File: src/hdl/lmcfw_pkg.sv
// Package for the LED matrix chain frame writer.
// Holds command codes, opcodes, the sequencer state type and the shared frame request struct.
// No dependencies.
package lmcfw_pkg;

   typedef logic [3:0] count_cfg_type;

   localparam count_cfg_type RESET_COUNT = 4'd8;

   localparam logic [2:0] CMD_SET_LED    = 3'd0;
   localparam logic [2:0] CMD_SET_ROW    = 3'd1;
   localparam logic [2:0] CMD_SET_COLUMN = 3'd2;
   localparam logic [2:0] CMD_CLEAR      = 3'd3;
   localparam logic [2:0] CMD_SHUTDOWN   = 3'd4;
   localparam logic [2:0] CMD_INTENSITY  = 3'd5;
   localparam logic [2:0] CMD_SCAN_LIMIT = 3'd6;

   localparam logic [7:0] OPC_INTENSITY = 8'd10;
   localparam logic [7:0] OPC_SCANLIMIT = 8'd11;
   localparam logic [7:0] OPC_SHUTDOWN  = 8'd12;

   typedef enum logic [1:0] {
      ST_IDLE,
      ST_READ,
      ST_MODIFY,
      ST_EMIT
   } state_type;

   // one frame to send: target device, its word, and whether it closes the command
   typedef struct packed {
      logic [2:0]  dev;
      logic [15:0] word;
      logic        last_frame;
   } frame_req_type;

endpackage

File: src/hdl/lmcfw_ifs.sv
// Valid/ready channel interfaces of the LED matrix chain frame writer.
// Command channel and frame word channel; no dependencies.
interface lmcfw_req_if;
   logic       valid;
   logic       ready;
   logic [2:0] cmd;
   logic [2:0] device;
   logic [2:0] row;
   logic [2:0] column;
   logic [7:0] pattern;
   logic       flag;

   modport source (output valid, cmd, device, row, column, pattern, flag, input ready);
   modport sink   (input valid, cmd, device, row, column, pattern, flag, output ready);
endinterface

interface lmcfw_rsp_if;
   logic        valid;
   logic        ready;
   logic [15:0] frame_word;
   logic [2:0]  word_device;
   logic        frame_end;
   logic        last;

   modport source (output valid, frame_word, word_device, frame_end, last, input ready);
   modport sink   (input valid, frame_word, word_device, frame_end, last, output ready);
endinterface

File: src/hdl/led_matrix_chain_frame_writer.sv
// LED matrix chain frame writer: row commands update shadow rows, and every valid command
// sends chain frames. Per frame: read row, modify row, then one word per device per cycle
// while the output is not stalled. Set column and clear send eight frames, one per row.
// Not ready while a command is in work. Reset: device_count 8, shadow rows read zero.
// Depends on lmcfw_pkg, lmcfw_ifs, lmcfw_shadow and lmcfw_frame_emit.
module led_matrix_chain_frame_writer #(
   parameter int MAX_DEVICES = 8
) (
   input  logic                     clock,
   input  logic                     reset,
   lmcfw_req_if.sink                req_bus,
   lmcfw_rsp_if.source              rsp_bus,
   input  logic                     csr_write_en,
   input  lmcfw_pkg::count_cfg_type csr_write_data
);
   import lmcfw_pkg::*;

   localparam int DEPTH = MAX_DEVICES * 8;
   localparam int AW    = $clog2(DEPTH);
   localparam int CW    = $clog2(MAX_DEVICES + 1);
   localparam logic [4:0] MaxCount = 5'(MAX_DEVICES);

   state_type     state_ff, state_in;
   logic [2:0]    step_ff, step_in;
   count_cfg_type count_cfg_ff;
   logic [CW-1:0] count_eff;
   logic [CW-1:0] count_ff;
   logic [2:0]    cmd_ff, dev_ff, row_ff, col_ff;
   logic [7:0]    pat_ff;
   logic          flag_ff;

   logic          accept;
   logic          dev_ok, cmd_ok;
   logic          multi_row, last_step;
   logic [2:0]    cur_row;
   logic [AW-1:0] row_addr;
   logic [7:0]    old_byte, new_byte, mask, opcode, data;
   logic          bit_on, row_write;
   logic          rd_en, wr_en, emit_start, emit_done;
   frame_req_type frame_req;

   // csr
   always_ff @(posedge clock) begin
      if (reset) begin
         count_cfg_ff <= RESET_COUNT;
      end else if (csr_write_en) begin
         count_cfg_ff <= csr_write_data;
      end
   end

   assign count_eff = (count_cfg_ff == '0 || 5'(count_cfg_ff) > MaxCount)
                      ? CW'(MAX_DEVICES) : CW'(count_cfg_ff);

   // command check
   assign accept = req_bus.valid && req_bus.ready;
   assign dev_ok = 5'(req_bus.device) < 5'(count_eff);

   always_comb begin
      unique case (req_bus.cmd)
         CMD_SET_LED, CMD_SET_ROW, CMD_SET_COLUMN, CMD_CLEAR, CMD_SHUTDOWN: cmd_ok = 1'b1;
         CMD_INTENSITY:  cmd_ok = (req_bus.pattern[7:4] == 4'd0);
         CMD_SCAN_LIMIT: cmd_ok = (req_bus.pattern[7:3] == 5'd0);
         default:        cmd_ok = 1'b0;
      endcase
   end

   always_ff @(posedge clock) begin
      if (accept) begin
         cmd_ff   <= req_bus.cmd;
         dev_ff   <= req_bus.device;
         row_ff   <= req_bus.row;
         col_ff   <= req_bus.column;
         pat_ff   <= req_bus.pattern;
         flag_ff  <= req_bus.flag;
         count_ff <= count_eff;
      end
   end

   // row modify
   assign multi_row = (cmd_ff == CMD_SET_COLUMN) || (cmd_ff == CMD_CLEAR);
   assign last_step = !multi_row || (step_ff == 3'd7);
   assign cur_row   = multi_row ? step_ff : row_ff;
   assign row_addr  = AW'({dev_ff, cur_row});
   assign mask      = 8'h80 >> col_ff;
   assign bit_on    = (cmd_ff == CMD_SET_COLUMN) ? pat_ff[~step_ff] : flag_ff;

   always_comb begin
      row_write = 1'b1;
      new_byte  = old_byte;
      opcode    = 8'(cur_row) + 8'd1;
      data      = pat_ff;
      unique case (cmd_ff)
         CMD_SET_LED, CMD_SET_COLUMN: begin
            new_byte = bit_on ? (old_byte | mask) : (old_byte & ~mask);
            data     = new_byte;
         end
         CMD_SET_ROW: begin
            new_byte = pat_ff;
            data     = pat_ff;
         end
         CMD_CLEAR: begin
            new_byte = 8'd0;
            data     = 8'd0;
         end
         CMD_SHUTDOWN: begin
            row_write = 1'b0;
            opcode    = OPC_SHUTDOWN;
            data      = {7'd0, ~flag_ff};
         end
         CMD_INTENSITY: begin
            row_write = 1'b0;
            opcode    = OPC_INTENSITY;
         end
         CMD_SCAN_LIMIT: begin
            row_write = 1'b0;
            opcode    = OPC_SCANLIMIT;
         end
         default: begin
            row_write = 1'b0;
         end
      endcase
   end

   assign frame_req.dev        = dev_ff;
   assign frame_req.word       = {opcode, data};
   assign frame_req.last_frame = last_step;

   // sequencer
   always_ff @(posedge clock) begin
      if (reset) begin
         state_ff <= ST_IDLE;
         step_ff  <= 3'd0;
      end else begin
         state_ff <= state_in;
         step_ff  <= step_in;
      end
   end

   always_comb begin
      state_in = state_ff;
      step_in  = step_ff;
      unique case (state_ff)
         ST_IDLE: begin
            step_in = 3'd0;
            if (accept && dev_ok && cmd_ok) begin
               state_in = ST_READ;
            end
         end
         ST_READ:   state_in = ST_MODIFY;
         ST_MODIFY: state_in = ST_EMIT;
         ST_EMIT: begin
            if (emit_done) begin
               state_in = last_step ? ST_IDLE : ST_READ;
               step_in  = 3'(step_ff + 3'd1);
            end
         end
         default: state_in = ST_IDLE;
      endcase
   end

   always_comb begin
      req_bus.ready = (state_ff == ST_IDLE);
      rd_en         = (state_ff == ST_READ);
      wr_en         = (state_ff == ST_MODIFY) && row_write;
      emit_start    = (state_ff == ST_MODIFY);
   end

   lmcfw_shadow #(
      .DEPTH (DEPTH),
      .AW    (AW)
   ) u_shadow (
      .clock   (clock),
      .reset   (reset),
      .rd_en   (rd_en),
      .rd_addr (row_addr),
      .rd_data (old_byte),
      .wr_en   (wr_en),
      .wr_addr (row_addr),
      .wr_data (new_byte)
   );

   lmcfw_frame_emit #(
      .CW (CW)
   ) u_frame_emit (
      .clock     (clock),
      .reset     (reset),
      .start     (emit_start),
      .frame_req (frame_req),
      .count     (count_ff),
      .done      (emit_done),
      .rsp_bus   (rsp_bus)
   );

   a_last_on_frame_end: assert property (@(posedge clock) disable iff (reset)
      rsp_bus.valid && rsp_bus.last |-> rsp_bus.frame_end)
      else $error("last word not on frame end");

   a_bad_device_dropped: assert property (@(posedge clock) disable iff (reset)
      accept && !dev_ok |=> state_ff == ST_IDLE)
      else $error("out of range device started a command");

   a_final_frame_idle: assert property (@(posedge clock) disable iff (reset)
      state_ff == ST_EMIT && emit_done && last_step |=> state_ff == ST_IDLE)
      else $error("sequencer did not return to idle after final frame");

endmodule

File: src/hdl/lmcfw_shadow.sv
// Shadow row store: one byte per row of every device, registered read.
// Per-row valid bits make unwritten rows read as zero after reset.
// Depends on nothing but its parameters.
module lmcfw_shadow #(
   parameter int DEPTH = 64,
   parameter int AW    = 6
) (
   input  logic          clock,
   input  logic          reset,
   input  logic          rd_en,
   input  logic [AW-1:0] rd_addr,
   output logic [7:0]    rd_data,
   input  logic          wr_en,
   input  logic [AW-1:0] wr_addr,
   input  logic [7:0]    wr_data
);

   logic [7:0]       mem [DEPTH];
   logic [DEPTH-1:0] row_valid_ff;
   logic [7:0]       mem_rd_ff;
   logic             vld_rd_ff;

   always_ff @(posedge clock) begin
      if (wr_en) begin
         mem[wr_addr] <= wr_data;
      end
      if (rd_en) begin
         mem_rd_ff <= mem[rd_addr];
         vld_rd_ff <= row_valid_ff[rd_addr];
      end
   end

   always_ff @(posedge clock) begin
      if (reset) begin
         row_valid_ff <= '0;
      end else if (wr_en) begin
         row_valid_ff[wr_addr] <= 1'b1;
      end
   end

   assign rd_data = vld_rd_ff ? mem_rd_ff : 8'd0;

endmodule

File: src/hdl/lmcfw_frame_emit.sv
// Frame emitter: walks the chain from the last device down to device 0, one word
// per cycle into the output register unless stalled; no-op words for other devices.
// Depends on lmcfw_pkg and lmcfw_ifs.
module lmcfw_frame_emit #(
   parameter int CW = 4
) (
   input  logic                   clock,
   input  logic                   reset,
   input  logic                   start,
   input  lmcfw_pkg::frame_req_type frame_req,
   input  logic [CW-1:0]          count,
   output logic                   done,
   lmcfw_rsp_if.source            rsp_bus
);
   import lmcfw_pkg::*;

   logic          busy_ff;
   logic [CW-1:0] dev_idx_ff;
   frame_req_type req_ff;
   logic          valid_ff;
   logic [15:0]   word_ff;
   logic [2:0]    word_dev_ff;
   logic          end_ff;
   logic          last_ff;
   logic          load;
   logic          at_zero;

   assign at_zero = (dev_idx_ff == '0);
   assign load    = busy_ff && (!valid_ff || rsp_bus.ready);
   assign done    = load && at_zero;

   always_ff @(posedge clock) begin
      if (reset) begin
         busy_ff  <= 1'b0;
         valid_ff <= 1'b0;
      end else begin
         if (start) begin
            busy_ff <= 1'b1;
         end else if (done) begin
            busy_ff <= 1'b0;
         end
         if (load) begin
            valid_ff <= 1'b1;
         end else if (rsp_bus.ready) begin
            valid_ff <= 1'b0;
         end
      end
   end

   always_ff @(posedge clock) begin
      if (start) begin
         dev_idx_ff <= CW'(count - CW'(1));
         req_ff     <= frame_req;
      end else if (load && !at_zero) begin
         dev_idx_ff <= CW'(dev_idx_ff - CW'(1));
      end
      if (load) begin
         word_ff     <= (5'(dev_idx_ff) == 5'(req_ff.dev)) ? req_ff.word : 16'd0;
         word_dev_ff <= 3'(dev_idx_ff);
         end_ff      <= at_zero;
         last_ff     <= at_zero && req_ff.last_frame;
      end
   end

   assign rsp_bus.valid       = valid_ff;
   assign rsp_bus.frame_word  = word_ff;
   assign rsp_bus.word_device = word_dev_ff;
   assign rsp_bus.frame_end   = end_ff;
   assign rsp_bus.last        = last_ff;

endmodule

File: src/flat_wrapper.sv
// flat-port wrapper written by rule: the top's interface ports become plain ports
module led_matrix_chain_frame_writer_flat import lmcfw_pkg::*;
#(
   parameter int MAX_DEVICES = 8
)
  (clock, reset, csr_write_en, csr_write_data, req_bus_valid, req_bus_cmd, req_bus_device, req_bus_row, req_bus_column, req_bus_pattern, req_bus_flag, req_bus_ready, rsp_bus_valid, rsp_bus_frame_word, rsp_bus_word_device, rsp_bus_frame_end, rsp_bus_last, rsp_bus_ready);
  lmcfw_req_if req_bus_i ();
  lmcfw_rsp_if rsp_bus_i ();
  input  logic clock;
  input  logic reset;
  input  logic csr_write_en;
  input  lmcfw_pkg::count_cfg_type csr_write_data;
  input wire logic [$bits(req_bus_i.valid)-1:0] req_bus_valid;
  input wire logic [$bits(req_bus_i.cmd)-1:0] req_bus_cmd;
  input wire logic [$bits(req_bus_i.device)-1:0] req_bus_device;
  input wire logic [$bits(req_bus_i.row)-1:0] req_bus_row;
  input wire logic [$bits(req_bus_i.column)-1:0] req_bus_column;
  input wire logic [$bits(req_bus_i.pattern)-1:0] req_bus_pattern;
  input wire logic [$bits(req_bus_i.flag)-1:0] req_bus_flag;
  output wire logic [$bits(req_bus_i.ready)-1:0] req_bus_ready;
  output wire logic [$bits(rsp_bus_i.valid)-1:0] rsp_bus_valid;
  output wire logic [$bits(rsp_bus_i.frame_word)-1:0] rsp_bus_frame_word;
  output wire logic [$bits(rsp_bus_i.word_device)-1:0] rsp_bus_word_device;
  output wire logic [$bits(rsp_bus_i.frame_end)-1:0] rsp_bus_frame_end;
  output wire logic [$bits(rsp_bus_i.last)-1:0] rsp_bus_last;
  input wire logic [$bits(rsp_bus_i.ready)-1:0] rsp_bus_ready;
  assign req_bus_i.valid = req_bus_valid;
  assign req_bus_i.cmd = req_bus_cmd;
  assign req_bus_i.device = req_bus_device;
  assign req_bus_i.row = req_bus_row;
  assign req_bus_i.column = req_bus_column;
  assign req_bus_i.pattern = req_bus_pattern;
  assign req_bus_i.flag = req_bus_flag;
  assign req_bus_ready = req_bus_i.ready;
  assign rsp_bus_valid = rsp_bus_i.valid;
  assign rsp_bus_frame_word = rsp_bus_i.frame_word;
  assign rsp_bus_word_device = rsp_bus_i.word_device;
  assign rsp_bus_frame_end = rsp_bus_i.frame_end;
  assign rsp_bus_last = rsp_bus_i.last;
  assign rsp_bus_i.ready = rsp_bus_ready;
  led_matrix_chain_frame_writer #(.MAX_DEVICES(MAX_DEVICES)) u_core (.clock(clock), .reset(reset), .req_bus(req_bus_i), .rsp_bus(rsp_bus_i), .csr_write_en(csr_write_en), .csr_write_data(csr_write_data));
endmodule
File: config.mk
export PLATFORM = sky130hd
export DESIGN_NAME = led_matrix_chain_frame_writer_flat
export DESIGN_NICKNAME = d
export VERILOG_FILES = /design/src/hdl/lmcfw_pkg.sv /design/src/hdl/lmcfw_ifs.sv /design/src/hdl/led_matrix_chain_frame_writer.sv /design/src/hdl/lmcfw_shadow.sv /design/src/hdl/lmcfw_frame_emit.sv /design/src/flat_wrapper.sv
export SDC_FILE = /design/constraint.sdc
export NUM_CORES = 1
export LEC_CHECK = 0
export ABC_CLOCK_PERIOD_IN_PS = 4530
export BUFFER_PORTS_ARGS = -buffer_cell sky130_fd_sc_hd__buf_2
export CAP_MARGIN = 20
export CORE_MARGIN = 5
export CORE_UTILIZATION = 51
export DETAILED_ROUTE_END_ITERATION = 8
export PLACE_DENSITY = 0.7
export SLEW_MARGIN = 20
export SYNTH_ARGS = -nofsm -noshare
export SYNTH_HDL_FRONTEND = slang
export SYNTH_SLANG_ARGS = --single-unit
export TNS_END_PERCENT = 30
File: constraint.sdc
create_clock -name clock -period 4.53 [get_ports clock]
set_clock_uncertainty 0.2 [all_clocks]
set_input_delay 0.453 -clock clock [delete_from_list [all_inputs] [get_ports clock]]
set_output_delay 0.453 -clock clock [all_outputs]
set_load 0.1 [all_outputs]
---- Yosys cells after proc, flatten, opt, wreduce, memory -nomap -nowiden ----
Memories as Yosys holds them, arrays and structs flattened. A register that Yosys moved wholly into a read port is not among the register bits.
Cells that the tools add are included.
word-level totals
  register bits ........................... 146
  RAM bits ................................ 512
  input bits .............................. 30
  output and inout port bits .............. 23
  word-level logic and storage cells ...... 120
  memories ................................ 1
operators by class
  add/subtract/negate cells ............... 4
  magnitude comparators ................... 5
  eq/ne operators ......................... 19
  shift operators ......................... 1
  mux-type cells .......................... 30
  bitwise operators ....................... 6
  reductions and logical operators ........ 32
memories
  name                 depth  width  read ports  clocked after Yosys merged registers in  wr ports  line                text
  u_core.u_shadow.mem  64     8      1           1                                        1         lmcfw_shadow.sv:18  logic [7:0] mem [DEPTH];
operators by type and width
  cell                                                                count
  one-hot mux 8 bit (3 select lines)                                  3
  OR 64 bit                                                           1
  equality test 3 bit (second input constant)                         7
  two-way mux 8 bit                                                   2
  equality test 3 x 2 -> 1 bit (second input constant)                4
  zero test 4 bit                                                     3
  two-way mux 1 bit                                                   12
  two-way mux 4 bit                                                   3
  logical AND 1 bit                                                   9
  bitwise AND 8 bit                                                   1
  NOT 8 bit                                                           1
  OR 8 bit                                                            1
  one-hot mux 2 bit (4 select lines)                                  1
  nonzero test 2 bit                                                  4
  >> shifter 8 x 3 -> 8 bit (first input constant)                    1
  subtractor 4 x 1 -> 4 bit (second input constant)                   2
  less-than comparator 6 x 7 -> 1 bit (second input constant)         1
  binary-select mux 1 bit (select 6 bit)                              1
  demux 1 bit (select 6 bit)                                          1
  equality test 3 x 1 -> 1 bit (second input constant)                2
  greater-or-equal comparator 6 x 1 -> 1 bit (second input constant)  1
  zero test 3 bit                                                     2
  two-way mux 3 bit                                                   2
  one-hot mux 3 bit (2 select lines)                                  1
  other kinds (23)                                                    31

---- Longest topological paths before layout ----
Gate-level depths: netlist of run 1.
  depth after elaboration ................. 8
  mapped depth ............................ 12
  depth with buffers taken out ............ 8

---- Hierarchy ----
Synthesis of run 1 repeated with hierarchy kept, for this count alone.
second synthesis, totals
  cells, all modules ...................... 1452
  area, all modules ....................... 26456.6 um^2
by module, submodules not included
  module                         instances  cells an instance  area each (um^2)  sequential area each (um^2)
  lmcfw_shadow                   1          1152               22648.0           16926.2
  led_matrix_chain_frame_writer  1          208                2080.7            930.9
  lmcfw_frame_emit               1          92                 1727.9            1391.3

---- Least setup slack after synthesis of run 1 ----
No wires, ideal clock.
  path kind ............................... reg-to-reg
  start ................................... register u_core.cmd_ff[2]
  end ..................................... memory u_core.u_shadow.mem[0][1] (data pin)
  setup time .............................. 0.565 ns
  data arrival time ....................... 3.107 ns
  slack ................................... 0.658 ns
  stages on the path, launching flop included .. 6
  buffers on the path ..................... 1
  clock period less this slack ............ 3.872 ns
  cell sequence ........................... edfxtp_1 > or2_2 > buf_1 > nor2_1 > a21oi_1 > a22oi_1
on the way
  cells in the longest elaborated chain, start to end .. 4
  elaborated cells between the ends (all ways) .. 8
RTL lines
  item                                    line                                                                      text
  from (decl)                             led_matrix_chain_frame_writer.sv:28                                       logic [2:0] cmd_ff, dev_ff, row_ff, col_ff;
  from (signal assigned)                  led_matrix_chain_frame_writer.sv:69                                       cmd_ff <= req_bus.cmd;
  equality test 3 x 2 -> 1 bit            led_matrix_chain_frame_writer.sv:85, led_matrix_chain_frame_writer.sv:92
  two-way mux 1 bit                       led_matrix_chain_frame_writer.sv:85                                       assign bit_on = (cmd_ff == CMD_SET_COLUMN) ? pat_ff[~step_ff] : flag_ff;
  two-way mux 8 bit                       led_matrix_chain_frame_writer.sv:94                                       new_byte = bit_on ? (old_byte | mask) : (old_byte & ~mask);
  one-hot mux 8 bit (3 select lines) (*)  led_matrix_chain_frame_writer.sv:92                                       unique case (cmd_ff)
  named net u_core.new_byte[1]            led_matrix_chain_frame_writer.sv:37                                       logic [7:0] old_byte, new_byte, mask, opcode, data;
  to (decl)                               lmcfw_shadow.sv:18
Mark *: on every way through the listed nets, which the timed path passes. The rest lies on a longest branch.

---- Worst setup path after layout of run 1 ----
  start ................................... register u_core.cmd_ff[1]
  end ..................................... register u_core.u_shadow.mem_rd_ff[6], read port of u_core.u_shadow.mem (data pin)
on the way
  cells in the longest elaborated chain, start to end .. 3
  elaborated cells between the ends (all ways) .. 4
RTL lines
  item                          line                                 text
  equality test 3 x 2 -> 1 bit  led_matrix_chain_frame_writer.sv:80  assign multi_row = (cmd_ff == CMD_SET_COLUMN) || (cmd_ff == CMD_CLEAR);
  logical OR 1 bit (*)          led_matrix_chain_frame_writer.sv:80
  two-way mux 3 bit (*)         led_matrix_chain_frame_writer.sv:82  assign cur_row = multi_row ? step_ff : row_ff;
  to (decl)                     lmcfw_shadow.sv:20                   logic [7:0] mem_rd_ff;
Mark *: on every way between the ends. The rest lies on a longest branch, timed or not.
A chain may end at the register's enable or synchronous reset.

==> flow_summary.json, run 1 <==
{
  "clkLatencyLatePin_ns": 0.59,
  "drv_slew": 0,
  "total_power_mw": 16.5,
  "maxCapViolCount": 0,
  "setup_viol": 0,
  "pre_cts_slack_ns": 0.727,
  "viasPerCell": 5.99,
  "fillCellCount": 3552,
  "fp-row-count": 82,
  "fp.dieW_um": 234,
  "r2r_start": "u_core.cmd_ff[1]$_DFFE_PP_",
  "tns_ns": 0,
  "fp.coreArea_um2": 50000,
  "synth-edff-count": 583,
  "clock.fmax_mhz": 268,
  "grt_pass1_wl_mm": 88.9,
  "min_from": "rsp_bus_ready",
  "final_common_cell": "edfxtp_1",
  "place_inst": 2214,
  "syn_inst": 1479,
  "hpwl_mm": 35.3,
  "synth_seq_cells": 658,
  "setup_ws_ns": 0.792,
  "yosysWarningCount": 0,
  "place_congestion": 0.887,
  "hold_violations": 0,
  "synth_ff_type": "edfxtp_1",
  "total_leakage_power_nw": 9.95,
  "grt_max_degree": 65,
  "first_pass_iters": 6,
  "most-common-layout-cells": "edfxtp_1 (583), nor2_1 (202), mux4_2 (129), buf_4 (85), dfxtp_1 (75)",
  "clkSinkCount": 658,
  "period_needed_ns": 3.74,
  "route.detailed.drc": 0,
  "wl_per_cell_um": 24.9,
  "fin_crit_sh": 0.825,
  "nNetsFinal": 1680,
  "avgSynthCellArea_um2": 17.4,
  "crit_fanout": 60,
  "worst-slew-pin-transition_ns": 1.05,
  "ir_drop_v": 0.000268,
  "drtIter0Drc": 1468,
  "wl_mm": 58.9,
  "cts_buffer_depth": 3,
  "antenna_found_initial": 0,
  "io-pin-count": 53,
  "status": "finished, final reports clean",
  "timing.rr.end": "u_core.u_shadow.mem_rd_ff[6]$_DFFE_PN_",
  "netlist_area_um2": 25700,
  "netlist_top_cells_area": "edfxtp_1 (68%), mux4_2 (11%), dfxtp_1 (5.9%)",
  "ant_nets": 0,
  "hold_depth": 3,
  "slew_headroom": 0.302,
  "vias": 14200,
  "cts_tree": "yes",
  "critPathKind": "reg2reg",
  "die-height_um": 234,
  "seq_area_frac_synth": 0.741,
  "async_flop_share": 0,
  "critical_path_arrival_ns": 3.83,
  "start_util": 0.514,
  "ctsResizeCount": 0,
  "ys_types": 47,
  "cts_made_buffers": 67,
  "holdPathEnd": "u_core.u_frame_emit.rsp_bus.valid$_SDFFE_PP0P_",
  "synth_top_area_cell": "edfxtp_1",
  "min-delay-path-class": "in2reg",
  "cts_root_buffer": "clkbuf_16",
  "n_antenna_cell": 0,
  "grt_pass1_vias": 14200,
  "gr-total-overflow": 0,
  "start_kind": "flop",
  "dpl_cell_area_um2": 27200,
  "portBuffers": 48,
  "cp.required_ns": 4.63,
  "drive_above_1_share": 0.225,
  "rsz0062_at_grt": "no",
  "syn2layout_area_growth_pct": 15.5,
  "p_per_area_nw_per_um2": 557,
  "worst_r2r_path_depth": 7,
  "cts.clk_slew.worst_paths_ns": 0.06,
  "fin_cells": 2363,
  "rrSetupSlack_ns": 0.79,
  "die_area_um2": 54900,
  "cp-end-kind": "flop",
  "cts_max_level": 3,
  "fin_area_um2": 29600,
  "synth_top_area_share": 0.682,
  "grt_usage": 0.218
}
-- critical path, cell delays in order, from the launching register on --
cell,delay [ns]
edfxtp_1,0.49
nand2b_1,0.38
mux2_8,0.59
buf_4,0.54
mux4_2,0.39
a22o_1,0.22
a211oi_1,0.43
nand4_1,0.14
-- final cells by class --
class,count,area [µm²],area share
Sequential cell,658,19000,0.642
Multi-Input combinational cell,734,6300,0.213
Clock buffer,87,1810,0.0612
Timing Repair Buffer,166,1250,0.0421
Tap cell,672,841,0.0284
Clock inverter,33,355,0.0120
Inverter,13,56.3,0.00190
-- layer usage --
layer  GRT usage  routed length, µm  vias to the layer above
li1            -                  -                     6135
met1       0.303              23700                     7231
met2       0.349              28400                      670
met3      0.0398               4810                      116
met4      0.0830               1960                        0
met5           0                  0                        -
-- logic make-up after synthesis --
| logic type | synth area share |
|---|---|
| XOR/XNOR | 0.00239 |
| adder cells (fa/ha/maj) | 0.00488 |
| AND/OR/NAND/NOR | 0.0675 |
| AO/OA/AOI/OAI | 0.0496 |
| flip-flops | 0.741 |
| other | 0.000146 |
| buffers and inverters | 0.0172 |
| multiplexers | 0.118 |
-- Yosys cell counts (all sizes together), types with 3 or more instances --
cell	instances
ha	10
nand3	36
nor2b	6
nor3	12
nand2b	10
and2	14
a21o	17
nor4	11
nor3b	4
buf	43
inv	13
edfxtp	583
clkbuf	34
a22oi	29
mux2i	10
xor2	4
o21ba	14
xnor2	3
or2	3
a21boi	3
dfxtp	75
a211oi	19
nand2	68
a21oi	59
a22o	25
nor2	203
o21ai	7
and3	4
mux4	129
nand4	17
-- how the worst max path moves through the flow --
| stage | from | end | depth (start not counted) |
|---|---|---|---|
| 2_1_floorplan | u_core.cmd_ff[2]$_DFFE_PP_ | u_core.u_shadow.mem[0][1]$_DFFE_PP_ | 5 |
| 3_3_place_gp | u_core.cmd_ff[1]$_DFFE_PP_ | u_core.u_shadow.mem[23][4]$_DFFE_PP_ | 6 |
| 3_5_place_dp | u_core.cmd_ff[1]$_DFFE_PP_ | u_core.u_shadow.mem[55][0]$_DFFE_PP_ | 6 |
| 4_1_cts | u_core.cmd_ff[1]$_DFFE_PP_ | u_core.u_shadow.mem[55][5]$_DFFE_PP_ | 6 |
| 5_1_grt | u_core.cmd_ff[1]$_DFFE_PP_ | u_core.u_shadow.mem[55][5]$_DFFE_PP_ | 6 |
| 6_report | u_core.cmd_ff[1]$_DFFE_PP_ | u_core.u_shadow.mem_rd_ff[6]$_DFFE_PN_ | 7 |
-- through the flow --
step / hold WS (ns) / util
2_1_floorplan: 0.224 / -
3_3_place_gp: 0.243 / 0.544
3_5_place_dp: 0.253 / 0.544
4_1_cts: 0.0277 / 0.593
5_1_grt: 0.0511 / 0.593
6_report: 0.0530 / 0.593
-- registers in the layout, indices dropped and copies added, names as in the netlist, 4 cells and up --
| signal | cells |
|---|---|
| u_core.pat_ff | 8 |
| u_core.count_cfg_ff | 4 |
| u_core.u_frame_emit.rsp_bus.frame_word | 12 |
| u_core.u_frame_emit.req_ff | 16 |
| u_core.u_shadow.mem_rd_ff | 8 |
| u_core.count_ff | 4 |
| u_core.u_frame_emit.dev_idx_ff | 4 |
| u_core.u_shadow.mem | 512 |
| u_core.u_shadow.row_valid_ff | 64 |
-- power breakdown --
group | switching [mW] | internal, mW | leakage (nW)
Sequential | 0.169 | 7.48 | 5.91
Clock | 2.22 | 3.23 | 1.05
Combinational | 2.34 | 1.05 | 3.00
Total | 4.73 | 11.8 | 9.95
-- timing repair --
action	4_1_cts	5_1_grt
hold buffers	29	0
buffers inserted	0	0
setup endpoints to repair	0	0
endpoints found under the hold margin	25	0
No activity file was read; power rests on OpenSTA's default activity.
==> run 2: changes to the inputs <==
ABC_CLOCK_PERIOD_IN_PS = 3500   (was 4530)
clock period = 3.5 ns   (was 4.53 ns; I/O delays follow)
==> run 2 against run 1 <==
  * Global-route usage is 0.28 points lower
  * Combinational power grew 33%
  * Register-to-register slack lost 0.78 ns
  * Sequential share of layout area shrank 0.53 points
  * Core utilization grew 0.50 points
  * Largest cell class unchanged
  * Highest routed layer unchanged
==> flow_summary.json, run 2 (synthesized netlist as in run 1, its figures left out) <==
{
  "status": "finished, final reports clean",
  "period_needed_ns": 3.49,
  "slowest_delay_ns": 0.51,
  "multi_input_area_um2": 6310,
  "clock.fmax_mhz": 287,
  "die_area_um2": 54900,
  "die-height_um": 234,
  "place_congestion": 0.830,
  "grt_max_degree": 65,
  "crit_chain": "nand2b_1 -> buf_4 -> mux2_8 -> buf_6 -> mux4_2 -> nand3_1 -> nand4_1 -> nor4_2 -> nand4_1",
  "cpMostUsedCell": "nand4_1",
  "setup_viol": 0,
  "wl_per_cell_um": 24.2,
  "grt_usage": 0.215,
  "start_util": 0.514,
  "hold_violations": 0,
  "hold_ws_ns": 0.268,
  "rrSetupSlack_ns": 0.01,
  "antenna_found_initial": 0,
  "fp-row-count": 82,
  "postCtsSetupBuffers": 0,
  "start_kind": "flop",
  "cts_made_buffers": 67,
  "cp.required_ns": 3.56,
  "holdPathEnd": "u_core.u_shadow.row_valid_ff[32]$_SDFFE_PP0P_",
  "largest_reg_flops": 512,
  "cts.clk_slew.worst_paths_ns": 0.06,
  "timing.rr.end": "u_core.u_shadow.mem_rd_ff[7]$_DFFE_PN_",
  "tns_ns": 0,
  "cts_buffer_depth": 3,
  "worst-path-buf-inv": 2,
  "portBuffers": 48,
  "clkSinkCount": 658,
  "syn2layout_area_growth_pct": 16.4,
  "min_from": "u_core.u_shadow.row_valid_ff[32]$_SDFFE_PP0P_",
  "n_antenna_cell": 0,
  "cts_tree": "yes",
  "nNetsFinal": 1711,
  "critPathTopFamily": "simple AND/OR/NAND/NOR gates",
  "worst_r2r_path_depth": 9,
  "p_per_area_nw_per_um2": 715,
  "maxCapViolCount": 0,
  "viasPerCell": 5.97,
  "grt_pass1_wl_mm": 88.2,
  "drv_slew": 0,
  "route.detailed.drc": 0,
  "regArea_um2": 19000,
  "fillCellCount": 3566,
  "first_pass_iters": 6,
  "grt_pass1_vias": 14200,
  "hold_depth": 1,
  "drive_above_1_share": 0.242,
  "vias": 14300,
  "clkLatencyLatePin_ns": 0.60,
  "critPathSlowestCell": "mux2_8",
  "min-delay-path-class": "reg2reg",
  "crit_fanout": 33,
  "critPathKind": "reg2reg",
  "rsz0062_at_grt": "no",
  "r2r_start": "u_core.cmd_ff[1]$_DFFE_PP_",
  "cts_root_buffer": "clkbuf_16",
  "most-common-layout-cells": "edfxtp_1 (583), nor2_1 (202), mux4_2 (129), buf_4 (110), dfxtp_1 (75)",
  "critical_path_arrival_ns": 3.54,
  "cp-end-kind": "flop",
  "worst-path-stages": 9,
  "fp.dieW_um": 234,
  "wl_mm": 57.9,
  "cts_max_level": 3,
  "fin_crit_sh": 0.997,
  "io-pin-count": 53,
  "final_common_cell": "edfxtp_1",
  "hpwl_mm": 36.1,
  "total_leakage_power_nw": 10.1,
  "largestRegisters": "u_core.u_shadow.mem: 512 flops, u_core.u_shadow.row_valid_ff: 64 flops, u_core.u_frame_emit.req_ff: 16 flops",
  "gr-total-overflow": 0,
  "ir_drop_v": 0.000433,
  "drtIter0Drc": 1684,
  "slew_headroom": 0.367,
  "worst-slew-pin-transition_ns": 0.947,
  "largest_register": "u_core.u_shadow.mem",
  "fp.coreArea_um2": 50000,
  "ant_nets": 0
}
==> run 2: changes by cell type in the layout (fill, tap and decap cells not counted) <==
cell	delta
buf_12	+2
clkinv_2	+7
dlygate4sd3_1	+3
clkinv_4	-2
clkinv_1	-6
clkbuf_1	-2
bufinv_16	-3
buf_6	+1
nor4_2	+2
buf_4	+25
clkbuf_8	+5
nor4_1	-2
==> run 2: what timing repair did <==
action,4_1_cts,5_1_grt
endpoints found under the setup margin,2,1
gates resized for setup,2,1
hold endpoints to repair,43,0
hold buffers,32,0
==> run 2: power breakdown <==
| part | switching, mW | internal, mW | total, mW |
|---|---|---|---|
| registers | 0.224 | 9.68 | 9.90 |
| clock network | 2.87 | 4.06 | 6.94 |
| logic | 3.04 | 1.48 | 4.51 |
| total | 6.13 | 15.2 | 21.4 |
==> run 2: final cells by class <==
cell class	count	share of cell area
sequential	658	0.636
clock inverter	29	0.00871
timing repair buffer	197	0.0508
clock buffer	90	0.0628
tap	672	0.0281
inverter	13	0.00188
multi-input combinational	734	0.211
==> run 2: layer usage <==
layer,share of wire,vias to the layer above,global-route usage
met5,0,-,0
met4,0.023,0,0.0602
met3,0.082,97,0.0332
met2,0.48,662,0.342
met1,0.41,7351,0.316
li1,-,6188,-
==> run 2: worst max path at each step <==
stage	from	end	slack, ns
after global placement	u_core.cmd_ff[1]$_DFFE_PP_	u_core.u_shadow.mem_rd_ff[7]$_DFFE_PN_	-0.01
after global routing	u_core.step_ff[0]$_SDFFE_PP0P_	u_core.u_shadow.mem_rd_ff[6]$_DFFE_PN_	0.01
after floorplan	u_core.cmd_ff[2]$_DFFE_PP_	u_core.u_shadow.mem[0][1]$_DFFE_PP_	-0.37
after detailed placement	u_core.cmd_ff[1]$_DFFE_PP_	u_core.u_shadow.mem_rd_ff[7]$_DFFE_PN_	-0.02
final	u_core.cmd_ff[1]$_DFFE_PP_	u_core.u_shadow.mem_rd_ff[7]$_DFFE_PN_	0.01
after CTS	u_core.cmd_ff[1]$_DFFE_PP_	u_core.u_shadow.mem_rd_ff[7]$_DFFE_PN_	0.11
==> run 2: metrics by stage <==
step | setup WS (ns) | instances | cell area (µm²) | total power, mW | util
after CTS | 0.111 | 2393 | 29900 | 21.5 | 0.598
after global placement | -0.0146 | 2242 | 27400 | 14.4 | 0.548
after floorplan | -0.372 | 1482 | 25700 | 13.0 | -
final | 0.0114 | 2393 | 29900 | 21.4 | 0.598
after detailed placement | -0.0152 | 2242 | 27400 | 14.5 | 0.548
after global routing | 0.0117 | 2393 | 29900 | 22.2 | 0.598
